--- config.mk ---
export PLATFORM = sky130hd
export DESIGN_NAME = text_console_escape_interpreter_top_flat
export DESIGN_NICKNAME = d
export VERILOG_FILES = /design/src/hdl/tcei_pkg.sv /design/src/hdl/tcei_if.sv /design/src/hdl/tcei_core.sv /design/src/hdl/text_console_escape_interpreter_top.sv /design/src/flat_wrapper.sv
export SDC_FILE = /design/constraint.sdc
export NUM_CORES = 1
export LEC_CHECK = 0
export BUFFER_PORTS_ARGS = -buffer_cell sky130_fd_sc_hd__buf_4
export CAP_MARGIN = 20
export CORE_ASPECT_RATIO = 1.5
export CORE_UTILIZATION = 35
export CTS_CLUSTER_DIAMETER = 120
export CTS_CLUSTER_SIZE = 30
export DETAILED_ROUTE_END_ITERATION = 8
export SLEW_MARGIN = 20
export SYNTH_ARGS = -nofsm -noshare
export SYNTH_HDL_FRONTEND = slang
export SYNTH_SLANG_ARGS = --single-unit
--- constraint.sdc ---
create_clock -name i_clk -period 6.5 [get_ports i_clk]
set_input_delay 0.325 -clock i_clk [delete_from_list [all_inputs] [get_ports i_clk]]
set_output_delay 0.325 -clock i_clk [all_outputs]
set_load 0.005 [all_outputs]
--- src/hdl/tcei_pkg.sv ---
// Shared types and constants for the text console escape interpreter.
// No dependencies; used by tcei_core and the top level.
`timescale 1ns / 1ps
`default_nettype none

package tcei_pkg;

    // control bytes and escape letters
    localparam logic [7:0] CH_ESC     = 8'd27;
    localparam logic [7:0] CH_BS      = 8'd8;
    localparam logic [7:0] CH_CR      = 8'd13;
    localparam logic [7:0] CH_LF      = 8'd10;
    localparam logic [7:0] LT_POS     = 8'h40;  // '@'
    localparam logic [7:0] LT_ATTR    = 8'h41;  // 'A'
    localparam logic [7:0] LT_FLASH   = 8'h42;  // 'B'
    localparam logic [7:0] LT_CLEAR   = 8'h43;  // 'C'
    localparam logic [7:0] LT_ERASE   = 8'h45;  // 'E'
    localparam logic [7:0] LT_RIGHT   = 8'h52;  // 'R'
    localparam logic [7:0] LT_UP      = 8'h55;  // 'U'
    localparam logic [7:0] LT_XOR     = 8'h58;  // 'X'

    localparam logic [7:0] ATTR_RESET = 8'd7;   // light grey on black
    localparam logic [7:0] COLS_RESET = 8'd80;

    // APB register map
    localparam int unsigned PADDR_W   = 3;
    localparam logic        REG_COLS  = 1'b0;   // paddr[2] selects the register

    typedef enum logic [0:0] {
        KIND_BYTE  = 1'b0,
        KIND_FLUSH = 1'b1
    } t_kind;

    typedef enum logic [2:0] {
        CMD_PUT    = 3'd0,
        CMD_CLEAR  = 3'd1,
        CMD_ERASE  = 3'd2,
        CMD_FLASH  = 3'd3,
        CMD_CURSOR = 3'd4
    } t_cmd;

    typedef enum logic [2:0] {
        PH_IDLE    = 3'd0,
        PH_ESC     = 3'd1,
        PH_POS_ROW = 3'd2,
        PH_POS_COL = 3'd3,
        PH_ATTR    = 3'd4,
        PH_FLASH   = 3'd5,
        PH_XOR     = 3'd6
    } t_phase;

    typedef struct packed {
        t_cmd       command;
        logic [7:0] column;
        logic [7:0] row;
        logic [7:0] attribute;
        logic [7:0] value;
        logic [7:0] end_column;
    } t_result;

endpackage

`default_nettype wire

--- src/hdl/tcei_if.sv ---
// Valid/ready channel interfaces: console byte words in, screen command words out.
// Depends on nothing but the handshake convention (accept on valid && ready).
`timescale 1ns / 1ps
`default_nettype none

interface tcei_byte_if;
    logic       valid;
    logic       ready;
    logic       kind;
    logic [7:0] data;

    modport source (output valid, output kind, output data, input ready);
    modport sink   (input valid, input kind, input data, output ready);
endinterface

interface tcei_cmd_if;
    logic       valid;
    logic       ready;
    logic [2:0] command;
    logic [7:0] column;
    logic [7:0] row;
    logic [7:0] attribute;
    logic [7:0] value;
    logic [7:0] end_column;

    modport source (output valid, output command, output column, output row,
                    output attribute, output value, output end_column, input ready);
    modport sink   (input valid, input command, input column, input row,
                    input attribute, input value, input end_column, output ready);
endinterface

`default_nettype wire

--- src/hdl/tcei_core.sv ---
// Escape parser and cursor/attribute state; one word per accepted cycle.
// Depends on tcei_pkg.
`timescale 1ns / 1ps
`default_nettype none

module tcei_core (
    input  wire               i_clk,
    input  wire               i_rst_n,
    input  wire               i_accept,
    input  wire               i_kind,
    input  wire  [7:0]        i_data,
    input  wire  [7:0]        i_screen_columns,
    output logic              o_res_valid,
    output tcei_pkg::t_result o_res
);

    tcei_pkg::t_phase r_phase, n_phase;
    logic [7:0]       r_col, n_col;
    logic [7:0]       r_row, n_row;
    logic [7:0]       r_attr, n_attr;
    logic [7:0]       w_endc;
    logic             w_is_flush;

    assign w_is_flush = (i_kind == tcei_pkg::KIND_FLUSH);
    // zero columns behaves as one
    assign w_endc = (i_screen_columns == 8'd0) ? 8'd0 : i_screen_columns - 8'd1;

    always_ff @(posedge i_clk) begin
        if (!i_rst_n) begin
            r_phase <= tcei_pkg::PH_IDLE;
            r_col   <= 8'd0;
            r_row   <= 8'd0;
            r_attr  <= tcei_pkg::ATTR_RESET;
        end else if (i_accept) begin
            r_phase <= n_phase;
            r_col   <= n_col;
            r_row   <= n_row;
            r_attr  <= n_attr;
        end
    end

    // next state
    always_comb begin
        n_phase = r_phase;
        n_col   = r_col;
        n_row   = r_row;
        n_attr  = r_attr;
        if (!w_is_flush) begin
            unique case (r_phase)
                tcei_pkg::PH_ESC: begin
                    n_phase = tcei_pkg::PH_IDLE;
                    case (i_data)
                        tcei_pkg::LT_POS:   n_phase = tcei_pkg::PH_POS_ROW;
                        tcei_pkg::LT_ATTR:  n_phase = tcei_pkg::PH_ATTR;
                        tcei_pkg::LT_FLASH: n_phase = tcei_pkg::PH_FLASH;
                        tcei_pkg::LT_XOR:   n_phase = tcei_pkg::PH_XOR;
                        tcei_pkg::LT_CLEAR: begin
                            n_col = 8'd0;
                            n_row = 8'd0;
                        end
                        tcei_pkg::LT_RIGHT: n_col = r_col + 8'd1;
                        tcei_pkg::LT_UP:    n_row = r_row - 8'd1;
                        default: ;
                    endcase
                end
                tcei_pkg::PH_POS_ROW: begin
                    n_row   = i_data;
                    n_phase = tcei_pkg::PH_POS_COL;
                end
                tcei_pkg::PH_POS_COL: begin
                    n_col   = i_data;
                    n_phase = tcei_pkg::PH_IDLE;
                end
                tcei_pkg::PH_ATTR: begin
                    n_attr  = i_data;
                    n_phase = tcei_pkg::PH_IDLE;
                end
                tcei_pkg::PH_FLASH: n_phase = tcei_pkg::PH_IDLE;
                tcei_pkg::PH_XOR: begin
                    n_attr  = r_attr ^ i_data;
                    n_phase = tcei_pkg::PH_IDLE;
                end
                default: begin
                    n_phase = tcei_pkg::PH_IDLE;
                    case (i_data)
                        tcei_pkg::CH_ESC: n_phase = tcei_pkg::PH_ESC;
                        tcei_pkg::CH_BS:  n_col = r_col - 8'd1;
                        tcei_pkg::CH_CR:  n_col = 8'd0;
                        tcei_pkg::CH_LF:  n_row = r_row + 8'd1;
                        default:          n_col = r_col + 8'd1;
                    endcase
                end
            endcase
        end
    end

    // result word
    always_comb begin
        o_res_valid = 1'b0;
        o_res       = '0;
        if (w_is_flush) begin
            o_res_valid   = 1'b1;
            o_res.command = tcei_pkg::CMD_CURSOR;
            o_res.column  = r_col;
            o_res.row     = r_row;
        end else begin
            unique case (r_phase)
                tcei_pkg::PH_ESC: begin
                    if (i_data == tcei_pkg::LT_CLEAR) begin
                        o_res_valid   = 1'b1;
                        o_res.command = tcei_pkg::CMD_CLEAR;
                    end else if (i_data == tcei_pkg::LT_ERASE && r_col <= w_endc) begin
                        o_res_valid      = 1'b1;
                        o_res.command    = tcei_pkg::CMD_ERASE;
                        o_res.column     = r_col;
                        o_res.row        = r_row;
                        o_res.attribute  = r_attr;
                        o_res.end_column = w_endc;
                    end
                end
                tcei_pkg::PH_FLASH: begin
                    o_res_valid   = 1'b1;
                    o_res.command = tcei_pkg::CMD_FLASH;
                    o_res.value   = i_data;
                end
                tcei_pkg::PH_POS_ROW, tcei_pkg::PH_POS_COL,
                tcei_pkg::PH_ATTR, tcei_pkg::PH_XOR: ;
                default: begin
                    if (i_data != tcei_pkg::CH_ESC && i_data != tcei_pkg::CH_BS &&
                        i_data != tcei_pkg::CH_CR && i_data != tcei_pkg::CH_LF) begin
                        o_res_valid     = 1'b1;
                        o_res.command   = tcei_pkg::CMD_PUT;
                        o_res.column    = r_col;
                        o_res.row       = r_row;
                        o_res.attribute = r_attr;
                        o_res.value     = i_data;
                    end
                end
            endcase
        end
    end

    // end of flush leaves the parser where it was
    a_flush_keeps_phase: assert property (@(posedge i_clk) disable iff (!i_rst_n)
        i_accept && w_is_flush |=> $stable(r_phase) && $stable(r_col) && $stable(r_row))
        else $error("flush word changed parser state");

    a_esc_enters_escape: assert property (@(posedge i_clk) disable iff (!i_rst_n)
        i_accept && !w_is_flush && r_phase == tcei_pkg::PH_IDLE &&
        i_data == tcei_pkg::CH_ESC |=> r_phase == tcei_pkg::PH_ESC)
        else $error("ESC did not start an escape sequence");

    a_arg_returns_idle: assert property (@(posedge i_clk) disable iff (!i_rst_n)
        i_accept && !w_is_flush && (r_phase == tcei_pkg::PH_POS_COL ||
        r_phase == tcei_pkg::PH_ATTR || r_phase == tcei_pkg::PH_FLASH ||
        r_phase == tcei_pkg::PH_XOR) |=> r_phase == tcei_pkg::PH_IDLE)
        else $error("final argument byte did not end the sequence");

endmodule

`default_nettype wire

--- src/hdl/text_console_escape_interpreter_top.sv ---
// Top level: APB column register, escape parser core and a two-entry output buffer.
// Depends on tcei_pkg, tcei_if.sv and tcei_core.
//
// Takes one console word per clock while input ready is high: each accepted word updates
// cursor, attribute and escape state, and any screen command it causes is registered in
// the result register, or in the skid register while the output stalls, and shown on the
// output channel. The result register plus a skid register let input words keep flowing
// after the output stalls until a second command is buffered; outside reset, input ready
// drops only while both hold a word. screen_columns is written over APB at byte address 0
// (reset 80) and should only change while the block is idle.
`timescale 1ns / 1ps
`default_nettype none

module text_console_escape_interpreter_top (
    input  wire                          i_clk,
    input  wire                          i_rst_n,
    tcei_byte_if.sink                    i_byte,
    tcei_cmd_if.source                   o_cmd,
    input  wire                          psel,
    input  wire                          penable,
    input  wire                          pwrite,
    input  wire [tcei_pkg::PADDR_W-1:0]  paddr,
    input  wire [31:0]                   pwdata,
    output logic [31:0]                  prdata,
    output logic                         pready
);

    logic [7:0]        r_screen_columns;
    logic              w_accept;
    logic              w_res_valid;
    tcei_pkg::t_result w_res;
    logic              r_out_valid, r_skid_valid;
    tcei_pkg::t_result r_out, r_skid;
    logic              w_out_fire;

    // configuration
    assign pready = 1'b1;

    always_ff @(posedge i_clk) begin
        if (!i_rst_n) begin
            r_screen_columns <= tcei_pkg::COLS_RESET;
        end else if (psel && penable && pwrite && pready &&
                     paddr[2] == tcei_pkg::REG_COLS) begin
            r_screen_columns <= pwdata[7:0];
        end
    end

    always_comb begin
        prdata = 32'd0;
        if (paddr[2] == tcei_pkg::REG_COLS) begin
            prdata = {24'd0, r_screen_columns};
        end
    end

    // input side
    assign i_byte.ready = i_rst_n && !r_skid_valid;
    assign w_accept     = i_byte.valid && i_byte.ready;

    tcei_core u_core (
        .i_clk            (i_clk),
        .i_rst_n          (i_rst_n),
        .i_accept         (w_accept),
        .i_kind           (i_byte.kind),
        .i_data           (i_byte.data),
        .i_screen_columns (r_screen_columns),
        .o_res_valid      (w_res_valid),
        .o_res            (w_res)
    );

    // output register with skid
    assign w_out_fire = r_out_valid && o_cmd.ready;

    always_ff @(posedge i_clk) begin
        if (!i_rst_n) begin
            r_out_valid  <= 1'b0;
            r_skid_valid <= 1'b0;
        end else if (r_skid_valid) begin
            if (w_out_fire) begin
                r_skid_valid <= 1'b0;
            end
        end else if (!r_out_valid || w_out_fire) begin
            r_out_valid <= w_accept && w_res_valid;
        end else if (w_accept && w_res_valid) begin
            r_skid_valid <= 1'b1;
        end
    end

    always_ff @(posedge i_clk) begin
        if (r_skid_valid) begin
            if (w_out_fire) begin
                r_out <= r_skid;
            end
        end else if (!r_out_valid || w_out_fire) begin
            r_out <= w_res;
        end else begin
            r_skid <= w_res;
        end
    end

    assign o_cmd.valid      = r_out_valid;
    assign o_cmd.command    = r_out.command;
    assign o_cmd.column     = r_out.column;
    assign o_cmd.row        = r_out.row;
    assign o_cmd.attribute  = r_out.attribute;
    assign o_cmd.value      = r_out.value;
    assign o_cmd.end_column = r_out.end_column;

    a_skid_behind_out: assert property (@(posedge i_clk) disable iff (!i_rst_n)
        r_skid_valid |-> r_out_valid)
        else $error("skid word held with empty output register");

    a_skid_drains: assert property (@(posedge i_clk) disable iff (!i_rst_n)
        r_skid_valid && w_out_fire |=> r_out_valid && !r_skid_valid)
        else $error("skid word lost or duplicated on drain");

    a_result_lands: assert property (@(posedge i_clk) disable iff (!i_rst_n)
        w_accept && w_res_valid |=> r_out_valid)
        else $error("accepted result word not buffered");

endmodule

`default_nettype wire
--- src/flat_wrapper.sv ---
// flat-port wrapper written by rule: the top's interface ports become plain ports
module text_console_escape_interpreter_top_flat 
  (i_clk, i_rst_n, psel, penable, pwrite, paddr, pwdata, prdata, pready, i_byte_valid, i_byte_kind, i_byte_data, i_byte_ready, o_cmd_valid, o_cmd_command, o_cmd_column, o_cmd_row, o_cmd_attribute, o_cmd_value, o_cmd_end_column, o_cmd_ready);
  tcei_byte_if i_byte_i ();
  tcei_cmd_if o_cmd_i ();
  input  wire i_clk;
  input  wire i_rst_n;
  input  wire psel;
  input  wire penable;
  input  wire pwrite;
  input  wire [tcei_pkg::PADDR_W-1:0] paddr;
  input  wire [31:0] pwdata;
  output logic [31:0] prdata;
  output logic pready;
  input wire logic [$bits(i_byte_i.valid)-1:0] i_byte_valid;
  input wire logic [$bits(i_byte_i.kind)-1:0] i_byte_kind;
  input wire logic [$bits(i_byte_i.data)-1:0] i_byte_data;
  output wire logic [$bits(i_byte_i.ready)-1:0] i_byte_ready;
  output wire logic [$bits(o_cmd_i.valid)-1:0] o_cmd_valid;
  output wire logic [$bits(o_cmd_i.command)-1:0] o_cmd_command;
  output wire logic [$bits(o_cmd_i.column)-1:0] o_cmd_column;
  output wire logic [$bits(o_cmd_i.row)-1:0] o_cmd_row;
  output wire logic [$bits(o_cmd_i.attribute)-1:0] o_cmd_attribute;
  output wire logic [$bits(o_cmd_i.value)-1:0] o_cmd_value;
  output wire logic [$bits(o_cmd_i.end_column)-1:0] o_cmd_end_column;
  input wire logic [$bits(o_cmd_i.ready)-1:0] o_cmd_ready;
  assign i_byte_i.valid = i_byte_valid;
  assign i_byte_i.kind = i_byte_kind;
  assign i_byte_i.data = i_byte_data;
  assign i_byte_ready = i_byte_i.ready;
  assign o_cmd_valid = o_cmd_i.valid;
  assign o_cmd_command = o_cmd_i.command;
  assign o_cmd_column = o_cmd_i.column;
  assign o_cmd_row = o_cmd_i.row;
  assign o_cmd_attribute = o_cmd_i.attribute;
  assign o_cmd_value = o_cmd_i.value;
  assign o_cmd_end_column = o_cmd_i.end_column;
  assign o_cmd_i.ready = o_cmd_ready;
  text_console_escape_interpreter_top u_core (.i_clk(i_clk), .i_rst_n(i_rst_n), .i_byte(i_byte_i), .o_cmd(o_cmd_i), .psel(psel), .penable(penable), .pwrite(pwrite), .paddr(paddr), .pwdata(pwdata), .prdata(prdata), .pready(pready));
endmodule
==> run_results.csv <==
group,metric,value,unit
timing,timing.fmax,266,MHz
critical_path,worst_ep_arrival_time,3890,ps
timing,transition_time_of_the_tightest_slew_check_pin,927,ps
finish,antenna_cells,0,
run_status,outcome,"complete, no violations",
yosys,postSynth.topFlopCell,"edfxtp_1",
power,comb_power_share,9.3,%
critical_path,timing.critical_path.to_type,"flip-flop",
power,share_seq_of_total_power,44.7,%
timing,final_setup_violating_endpoints,0,
clock_network,cts.repair.resized,0,
timing,fin_tns_setup,0,ps
yosys,synth-async-reset-ratio,0,%
finish,drive_gt1_share,17.5,%
power,clockPowerShare,46.0,%
timing,post_layout_minimum_cycle_time,3760,ps
job,maxCapViolations,0,
clock_network,worstSkewPairLatency,410,ps
detailed_routing,routed-via-count,5263,
critical_path,timing.reg2reg.worst_path_depth,12,
critical_path,worstReg2RegEnd,"u_core.o_cmd.row[3]",
placement,gp_congestion,0.878,
critical_path,cp-startpoint,"u_core.r_screen_columns[0]",
yosys,synth-edff-count,86,
power,pwr_density_cell,250,mW/mm^2
clock_network,cts_num_sinks,123,
floorplanning,die_y,174,um
timing,drv_slew,0,
floorplanning,pin_count,129,
floorplanning,fp.dieArea,0.0202,mm^2
placement,placed_area,0.00752,mm^2
timing,grt_setup_unrepaired,"false",
clock_network,cts.repair_timing.setup_buffer_count,0,
finish,post_layout_net_count,808,
power,power_switching,478,uW
clock_network,hold_buffers,0,
grt,grt_start_max_net_pins,50,
finish,area.growth.synth_to_final,17.9,%
detailed_routing,firstDrtPassIters,4,
power,power.internal,1550,uW
floorplanning,die-width,116,um
yosys,yosys_warnings,0,
timing,finalHoldViolations,0,
finish,final_cell_area,0.00811,mm^2
yosys,syn_area,0.00688,mm^2
yosys,flops_latches_synth,123,
grt,wire_length_of_the_first_global_routing_pass,26500,um
floorplanning,starting_density_of_the_core,35.8,%
critical_path,worst_endpoint_required_time,6630,ps
detailed_routing,wirelength,16300,um
critical_path,critical_path_class,"flip-flop to flip-flop",
timing,fin_worst_skew,8.19,ps
finish,largest_register,"u_core.r_skid",
critical_path,startpoint_type_of_the_worst_setup_path,"flip-flop",
critical_path,rrSetupSlack,2740,ps
finish,largest_register_ff_count,43,
placement,place_inst,980,
timing,relSlewSlack,38.1,%
placement,post-dp-hpwl,10900,um
clock_network,clkSlewWorstSetupHoldPaths,60,ps
critical_path,crit_end,"u_core.o_cmd.row[3]",
detailed_routing,antenna_left,0,
power,peakVddDrop,0.122,mV
clock_network,clock_tree.buffer_depth,2,
power,switching_share,23.6,%
finish,finish.cell_count_without_fillers,1012,
clock_network,htreeDepth,4,
yosys,netlist-cell-type-count,73,
yosys,syn_inst,693,
clock_network,cts_made_buffers,17,
grt,first_global_vias,4896,
detailed_routing,dr_iter_0_viols,240,
critical_path,crit_fanout,16,
finish,leading_cell_types_in_the_layout_fill_and_taps_excluded,"86 x edfxtp_1, 81 x buf_4, 67 x nand2_1, 51 x nor2_1, 36 x dfxtp_1",
worst_hold_path,hold_class,"input pin to flip-flop",
detailed_routing,detailed_route_wire_length_per_cell,16.1,um
detailed_routing,route.detailed.drc,0,
placement,port_buffers,77,
power,power_leakage,0.00310,uW
floorplanning,placeableCoreArea,0.0192,mm^2
grt,grt_remaining_overflow,0,
yosys,yosysSeqAreaShare,48.3,%
power,final_power,2030,uW
grt,grt_antenna_before_repair,0,
detailed_routing,detail_route.vias_per_cell,5.20,
critical_path,timing.rr.start,"u_core.r_screen_columns[0]",
finish,most_frequent_standard_cell_in_the_layout_excluding_fill_and_tap_cells,"edfxtp_1",
clock_network,cts_root_buffer,"clkbuf_16",
grt,grt_util_all_layers,17.0,%
yosys,syn_avg_cell_area,9.93,um^2
clock_network,cts_tree,"done",
floorplanning,std_cell_rows,62,
timing,finalCritPeriodShare,57.8,%
cells by family (layout without fill, tap and decap cells):
group	Yosys count	after routing	share of synthesized area, %
AO/OA/AOI/OAI	157	157	16.3
XOR/XNOR	16	16	2.04
adder cells (fa/ha/maj)	14	14	2.55
buffers and inverters	86	126	6.35
flip-flops	123	123	48.3
multiplexers	25	25	3.66
other	2	25	0.109
AND/OR/NAND/NOR	270	270	20.7
synth_stat cells (12+ instances only):
cell / n / share of area [%]
buf_4: 25 / 2.7
nor3_1: 24 / 1.7
nand3_1: 23 / 1.7
nor3b_1: 15 / 1.6
a22o_1: 16 / 2.0
inv_1: 12 / 0.65
dfxtp_1: 37 / 11
ha_1: 14 / 2.5
nor2b_1: 31 / 2.8
nor2_1: 51 / 2.8
a21oi_1: 29 / 2.1
mux2i_1: 24 / 3.5
o21ai_0: 33 / 2.4
a21boi_0: 12 / 1.3
clkbuf_1: 34 / 1.9
edfxtp_1: 86 / 38
nand2_1: 67 / 3.7
through the flow:
step           hold slack, ps  worst slack [ps]  util, %
3_3_place_gp              467              2730     39.1
6_report                  122              2740     42.2
2_1_floorplan             424              2000        -
3_5_place_dp              472              2680     39.1
4_1_cts                   107              2660     42.2
5_1_grt                   132              2290     42.2
final cells by class:
class / instances / area, um^2
fillers: 1914 / 11100
flip-flops and latches: 123 / 3320
multi-input cells: 507 / 3220
inverters: 13 / 48.8
repair buffers: 81 / 608
clock inverters: 13 / 145
well taps: 256 / 320
clock buffers: 19 / 443
metal layers:
layer | up-vias | global-route usage (%) | part of all wire, %
li1 | 2595 | - | -
met1 | 2525 | 20.6 | 41
met2 | 124 | 29.1 | 53
met3 | 19 | 2.97 | 3.5
met4 | 0 | 7.26 | 2.2
met5 | - | 0 | 0
power groups by stage:
stage	Combinational (uW)	Sequential, uW	Clock, uW
final	188	907	934
after floorplan	101	929	0
after global placement	188	924	0
after detailed placement	190	925	0
after global routing	209	912	985
after CTS	191	908	953
how the worst min path moves through the flow:
stage	startpoint	end	slack (ps)	depth (start not counted)
detailed placement	u_core.r_screen_columns[1]	u_core.r_screen_columns[1]	470	2
finish	pwdata[4]	u_core.r_screen_columns[4]	120	3
global placement	u_core.r_screen_columns[1]	u_core.r_screen_columns[1]	470	2
floorplan	i_byte_kind	u_core.r_skid[42]	420	0
CTS	pwdata[6]	u_core.r_screen_columns[6]	110	3
global route	pwdata[6]	u_core.r_screen_columns[6]	130	3
critical path, cell delays in order, from the launching register on:
cell     delay (ps)
dfxtp_1         330
inv_1           100
ha_1            140
nor4b_1         620
nor3_1          110
a21oi_1         340
ha_1            310
nand4_1         120
nor2_1           60
a211o_1         260
and4_1          290
a21oi_2         650
nor2_1          120
No activity file was read; power rests on OpenSTA's default activity.
